File: src/design/foc_pkg.sv
// Shared constants and types for the fourth-order crossover.
// Used by the section cell and the top level.
`timescale 1ns / 1ps

package foc_pkg;

    localparam int SECTIONS  = 2;
    localparam int BANDS     = 2;
    localparam int SAMPLE_W  = 24;
    localparam int B0_W      = 30;
    localparam int A1_W      = 32;
    localparam int A2_W      = 31;
    localparam int MUL_A_W   = 32;
    localparam int MUL_B_W   = 27;
    localparam int PROD_W    = MUL_A_W + MUL_B_W;
    localparam int ACC_W     = PROD_W + 2;
    localparam int FRAC_BITS = 29;
    localparam int CFG_IDX_W = 3;
    localparam int CFG_DATA_W = 32;

    localparam logic [CFG_IDX_W-1:0] CFG_MODE = 3'd0;
    localparam logic [CFG_IDX_W-1:0] CFG_LP_B0 = 3'd1;
    localparam logic [CFG_IDX_W-1:0] CFG_HP_B0 = 3'd2;
    localparam logic [CFG_IDX_W-1:0] CFG_A1 = 3'd3;
    localparam logic [CFG_IDX_W-1:0] CFG_A2 = 3'd4;

    typedef enum logic [1:0] {
        MODE_FILTER = 2'd0,
        MODE_LOW    = 2'd1,
        MODE_HIGH   = 2'd2,
        MODE_SPARE  = 2'd3
    } t_mode;

    typedef struct packed {
        logic                   highpass;
        logic [B0_W-1:0]        b0;
        logic signed [A1_W-1:0] a1;
        logic signed [A2_W-1:0] a2;
    } t_coef;

endpackage

File: src/design/foc_cell.sv
// One direct-form-I biquad section with its own delay line and one shared multiplier.
// Depends on foc_pkg.
`timescale 1ns / 1ps

module foc_cell (
    input  logic                                  i_clk,
    input  logic                                  i_rst_n,
    input  logic                                  i_start,
    input  logic signed [foc_pkg::SAMPLE_W-1:0]   i_x,
    input  foc_pkg::t_coef                        i_coef,
    output logic                                  o_done,
    output logic signed [foc_pkg::SAMPLE_W-1:0]   o_y
);

    typedef enum logic [2:0] {
        S_IDLE,
        S_MUL_FF,
        S_MUL_A1,
        S_MUL_A2,
        S_SUM,
        S_OUT
    } t_state;

    localparam logic signed [foc_pkg::MUL_A_W-1:0] S24_MAX = 32'sd8388607;
    localparam logic signed [foc_pkg::MUL_A_W-1:0] S24_MIN = -32'sd8388608;
    localparam logic signed [foc_pkg::ACC_W-1:0] ROUND_HALF =
        foc_pkg::ACC_W'(1) <<< (foc_pkg::FRAC_BITS - 1);

    t_state                                r_state;
    logic signed [foc_pkg::SAMPLE_W-1:0]   r_x, r_x1, r_x2, r_y1, r_y2, r_y;
    logic signed [foc_pkg::MUL_B_W-1:0]    r_sum;
    logic signed [foc_pkg::PROD_W-1:0]     r_prod;
    logic signed [foc_pkg::ACC_W-1:0]      r_acc;
    logic                                  r_done;

    logic signed [foc_pkg::MUL_B_W-1:0]    n_sum;
    logic signed [foc_pkg::MUL_A_W-1:0]    w_mul_a;
    logic signed [foc_pkg::MUL_B_W-1:0]    w_mul_b;
    logic signed [foc_pkg::PROD_W-1:0]     w_prod;
    logic signed [foc_pkg::MUL_A_W-1:0]    w_shift;
    logic signed [foc_pkg::SAMPLE_W-1:0]   n_y;

    // b0*x + b1*x1 + b2*x2 folds into b0*(x +/- 2*x1 + x2)
    always_comb begin
        if (i_coef.highpass) begin
            n_sum = foc_pkg::MUL_B_W'(i_x) - (foc_pkg::MUL_B_W'(r_x1) <<< 1)
                    + foc_pkg::MUL_B_W'(r_x2);
        end else begin
            n_sum = foc_pkg::MUL_B_W'(i_x) + (foc_pkg::MUL_B_W'(r_x1) <<< 1)
                    + foc_pkg::MUL_B_W'(r_x2);
        end
    end

    always_comb begin
        case (r_state)
            S_MUL_FF: begin
                w_mul_a = signed'({{(foc_pkg::MUL_A_W - foc_pkg::B0_W){1'b0}}, i_coef.b0});
                w_mul_b = r_sum;
            end
            S_MUL_A1: begin
                w_mul_a = i_coef.a1;
                w_mul_b = foc_pkg::MUL_B_W'(r_y1);
            end
            default: begin
                w_mul_a = foc_pkg::MUL_A_W'(i_coef.a2);
                w_mul_b = foc_pkg::MUL_B_W'(r_y2);
            end
        endcase
    end

    assign w_prod  = w_mul_a * w_mul_b;
    assign w_shift = r_acc[foc_pkg::ACC_W-1:foc_pkg::FRAC_BITS];

    always_comb begin
        if (w_shift > S24_MAX) begin
            n_y = S24_MAX[foc_pkg::SAMPLE_W-1:0];
        end else if (w_shift < S24_MIN) begin
            n_y = S24_MIN[foc_pkg::SAMPLE_W-1:0];
        end else begin
            n_y = w_shift[foc_pkg::SAMPLE_W-1:0];
        end
    end

    always_ff @(posedge i_clk) begin
        if (!i_rst_n) begin
            r_state <= S_IDLE;
            r_done  <= 1'b0;
            r_x1    <= '0;
            r_x2    <= '0;
            r_y1    <= '0;
            r_y2    <= '0;
        end else begin
            r_done <= 1'b0;
            case (r_state)
                S_IDLE: begin
                    if (i_start) begin
                        r_x     <= i_x;
                        r_sum   <= n_sum;
                        r_state <= S_MUL_FF;
                    end
                end
                S_MUL_FF: begin
                    r_prod  <= w_prod;
                    r_state <= S_MUL_A1;
                end
                S_MUL_A1: begin
                    r_acc   <= foc_pkg::ACC_W'(r_prod);
                    r_prod  <= w_prod;
                    r_state <= S_MUL_A2;
                end
                S_MUL_A2: begin
                    r_acc   <= r_acc - foc_pkg::ACC_W'(r_prod);
                    r_prod  <= w_prod;
                    r_state <= S_SUM;
                end
                S_SUM: begin
                    r_acc   <= r_acc - foc_pkg::ACC_W'(r_prod) + ROUND_HALF;
                    r_state <= S_OUT;
                end
                S_OUT: begin
                    r_y     <= n_y;
                    r_done  <= 1'b1;
                    r_x2    <= r_x1;
                    r_x1    <= r_x;
                    r_y2    <= r_y1;
                    r_y1    <= n_y;
                    r_state <= S_IDLE;
                end
                default: begin
                    r_state <= S_IDLE;
                end
            endcase
        end
    end

    assign o_done = r_done;
    assign o_y    = r_y;

endmodule

File: config.mk
export PLATFORM = sky130hd
export DESIGN_NAME = foc_cell
export DESIGN_NICKNAME = d
export VERILOG_FILES = /design/src/design/foc_pkg.sv /design/src/design/foc_cell.sv
export SDC_FILE = /design/constraint.sdc
export NUM_CORES = 2
export LEC_CHECK = 0
export BUFFER_PORTS_ARGS = -buffer_cell sky130_fd_sc_hd__buf_2
export CAP_MARGIN = 20
export CORE_MARGIN = 5
export CORE_UTILIZATION = 55
export CTS_BUF_LIST = sky130_fd_sc_hd__clkbuf_4
export CTS_CLUSTER_SIZE = 8
export DETAILED_ROUTE_END_ITERATION = 10
export PLACE_DENSITY = 0.72
export SLEW_MARGIN = 10
export SYNTH_ARGS = -nofsm -noshare
export SYNTH_HDL_FRONTEND = slang
export SYNTH_SLANG_ARGS = --single-unit
File: constraint.sdc
create_clock -name i_clk -period 25.6 [get_ports i_clk]
set_input_delay 5.12 -clock i_clk [delete_from_list [all_inputs] [get_ports i_clk]]
set_output_delay 5.12 -clock i_clk [all_outputs]
set_load 0.05 [all_outputs]
==> flow_summary.ini <==
[placed_design]
portBuffers = 145
dp_cells = 6808
dp_hpwl_mm = 121
gp_congestion = 0.985

[finish]
final_cells = 6966
syn2layout_area_growth_pct = 6.64
nets = 7055
drive_gt1_frac = 0.0829

[sta]
grt_setup_unrepaired = false
clock_skew_ns = 0.0903
fin_tns_setup_ns = 0
whs_ns = 0.447
hold_violations = 0
worstMarginPinSlew_ns = 1.15
max_freq_mhz = 77.7
fin_crit_sh = 0.503
period_needed_ns = 12.87
drv_slew = 0
maxSlewHeadroom = 0.235
setup_viol = 0

[routing]
finalWirelength_mm = 153
wire_per_inst_um = 21.9
drc_errors = 0
drtIter0Drc = 3742
drtPass1Iterations = 5
ant_nets = 0
vias = 40500
via_per_inst = 5.82

[grt]
grt_util_met3 = 0.105
grt_util_met1 = 0.399
use_met2 = 0.486
grt_busiest_layer = met2
gr-total-overflow = 0
grt_usage = 0.317
grt_pass1_vias = 42400
grt_pass1_wl_mm = 240
grt_start_max_net_pins = 74
grt_antenna_before_repair = 4

[clocking]
cts_made_buffers = 82
cts.clk_slew.worst_paths_ns = 0.07
tritoncts = built
ctsResizeCount = 0
ctsRootBufferMaster = clkbuf_4
ctsHoldBuffers = 0
h-tree-depth = 3
ctsLongestPathBuffers = 3
clock-sinks = 295
post-cts-setup-buffer-count = 0
clk_latency_ns = 0.92

[setup_path]
crit_slowest_cell = a221oi_2
worst_setup_path_end_kind = flip-flop
required_ns = 26.22
r2r.worst_path.cells = 33
reg2reg_to = r_prod[57]
path_max_fanout = 12
start_kind = primary input
slowest_delay_ns = 0.83
cp.arrival_ns = 13.48
r2r_slack_ns = 14.75
crit_buf_inv = 6
crit_type = primary input to flip-flop
setup.worst_path.start = i_coef[18]
path_common_cell = fa_1
critical_path.top_delay_family = adder cells
r2r-start = r_state[1]

[power_and_ir_drop]
ir_drop_mv = 0.0861
power_density_nw_per_um2 = 103
power_mw = 5.52
p_leak_nw = 25.5

[floorplan]
fp.dieArea_sq_um = 97400
fp.dieW_um = 312
fp.dieH_um = 312
rows = 110
io_pins = 146
core-area_sq_um = 90300
start_util = 0.556

[logic_synthesis]
async_flop_share = 0
ys_warn_count = 0
avgSynthCellArea_sq_um = 8.90
synth_seq_area_share = 0.157
synth_edf_count = 195
syn_area_sq_um = 50200
syn_inst = 5639
syn_nets = 6976
ys_seq_elements = 295
ys.flop_type = edfxtp_1
ys_types = 97

[job]
cap_violations = 0

[worst_hold_path]
min_path_cells = 2
holdPathEnd = r_x2[20]
min_from = r_x1[20]
min_path_type = flip-flop to flip-flop

[status]
outcome = finished, final reports clean
power breakdown:
group | internal (mW) | total (mW) | switching, mW
registers | 0.711 | 0.756 | 0.0449
clock network | 0.233 | 0.459 | 0.226
logic | 1.66 | 4.31 | 2.65
layout by cell type (no fill, tap or decap), types with 18 or more instances in the layout:
cell	count
inv_1	1176
fa_1	936
nand2_1	757
nor2_1	547
ha_1	280
a21oi_1	248
edfxtp_1	195
buf_2	145
clkbuf_4	124
xnor2_1	104
buf_4	104
dfxtp_1	100
o21ai_0	92
and2_1	76
a21o_1	69
xor2_1	62
nor3_1	54
nand3_1	53
a221o_1	51
o21a_1	50
nand4_1	30
mux2i_1	29
nand2b_1	26
a221oi_1	24
a221oi_2	24
a211oi_1	23
a22oi_1	22
o21bai_1	21
or3_1	20
and3_1	20
o211ai_1	19
o221ai_1	18
state kept, by name, indices dropped and copies added (netlist names):
name / flops
r_x2: 24
o_done: 1
r_acc: 61
r_sum: 27
r_y2: 24
r_x: 24
r_prod: 59
r_state: 3
r_y1: 24
o_y: 24
r_x1: 24
cells in the mapped netlist (21+ instances only):
master / n / share of area
xor2_1: 62 / 0.011
mux2i_1: 29 / 0.0058
clkbuf_1: 225 / 0.017
nor3_1: 54 / 0.0054
nand4_1: 30 / 0.0037
a211oi_1: 23 / 0.0034
a221oi_1: 48 / 0.0084
o21bai_1: 21 / 0.0031
a22oi_1: 22 / 0.0033
nand3_1: 53 / 0.0053
xnor2_1: 104 / 0.018
fa_1: 936 / 0.37
and2_1: 76 / 0.0095
inv_1: 1177 / 0.088
nand2b_1: 26 / 0.0032
a221o_1: 52 / 0.010
dfxtp_1: 100 / 0.040
nand2_1: 757 / 0.057
o21a_1: 50 / 0.0075
a21oi_1: 255 / 0.025
o21ai_0: 92 / 0.0092
ha_1: 280 / 0.070
edfxtp_1: 195 / 0.12
nor2_1: 552 / 0.041
a21o_1: 69 / 0.010
worst reg2reg max path: cells and delay by family, from the launching register on:
kind	cells	cell delay, ns
AOI/OAI and AO/OA	11	2.85
xor gates and xnor gates	1	0.09
adders and majority gates	8	4.09
buffers and inverters	9	2.16
DFF	1	0.51
and+or+nand+nor	4	0.91
worst max path at each step:
stage	cells after the start	slack [ns]	to
6_report	29	12.73	r_prod[43]
5_1_grt	27	12.37	r_prod[57]
4_1_cts	29	12.83	r_prod[43]
3_5_place_dp	29	11.87	r_prod[43]
3_3_place_gp	29	11.97	r_prod[43]
2_1_floorplan	28	12.78	r_prod[43]
through the flow:
step,setup slack (ns),area [sq um],utilization
5_1_grt,12.37,53500,0.593
2_1_floorplan,12.78,50200,-
4_1_cts,12.83,53500,0.592
3_3_place_gp,11.97,52400,0.580
6_report,12.73,53500,0.593
3_5_place_dp,11.87,52400,0.580
final cells by class:
class                      instances  area [sq um]
inverter                        1177          4420
fill                            7935         36800
sequential                       295          7860
tap                             1176          1470
clock inverter                    29           158
multi-input combinational       3912         37100
clock buffer                     124           931
timing repair buffer             250          1520
antenna                            3          7.51
layer usage:
layer / up-vias / wire length (um)
met1: 19800 / 56800
met3: 562 / 18400
met2: 2239 / 66100
li1: 17900 / -
met5: - / 0
met4: 0 / 11200
cell families (layout without fill, tap and decap cells):
| logic type | Yosys count | after routing | synth area share |
|---|---|---|---|
| compound gates | 819 | 819 | 0.113 |
| buf+inv | 1432 | 1580 | 0.108 |
| fa+ha+maj | 1216 | 1216 | 0.443 |
| mux | 32 | 32 | 0.00646 |
| xor+xnor | 167 | 167 | 0.0295 |
| simple gates | 1678 | 1678 | 0.144 |
| flops | 295 | 295 | 0.157 |
| other cells | 0 | 3 | 0 |
Note: power is estimated with default switching activity, not from simulation.
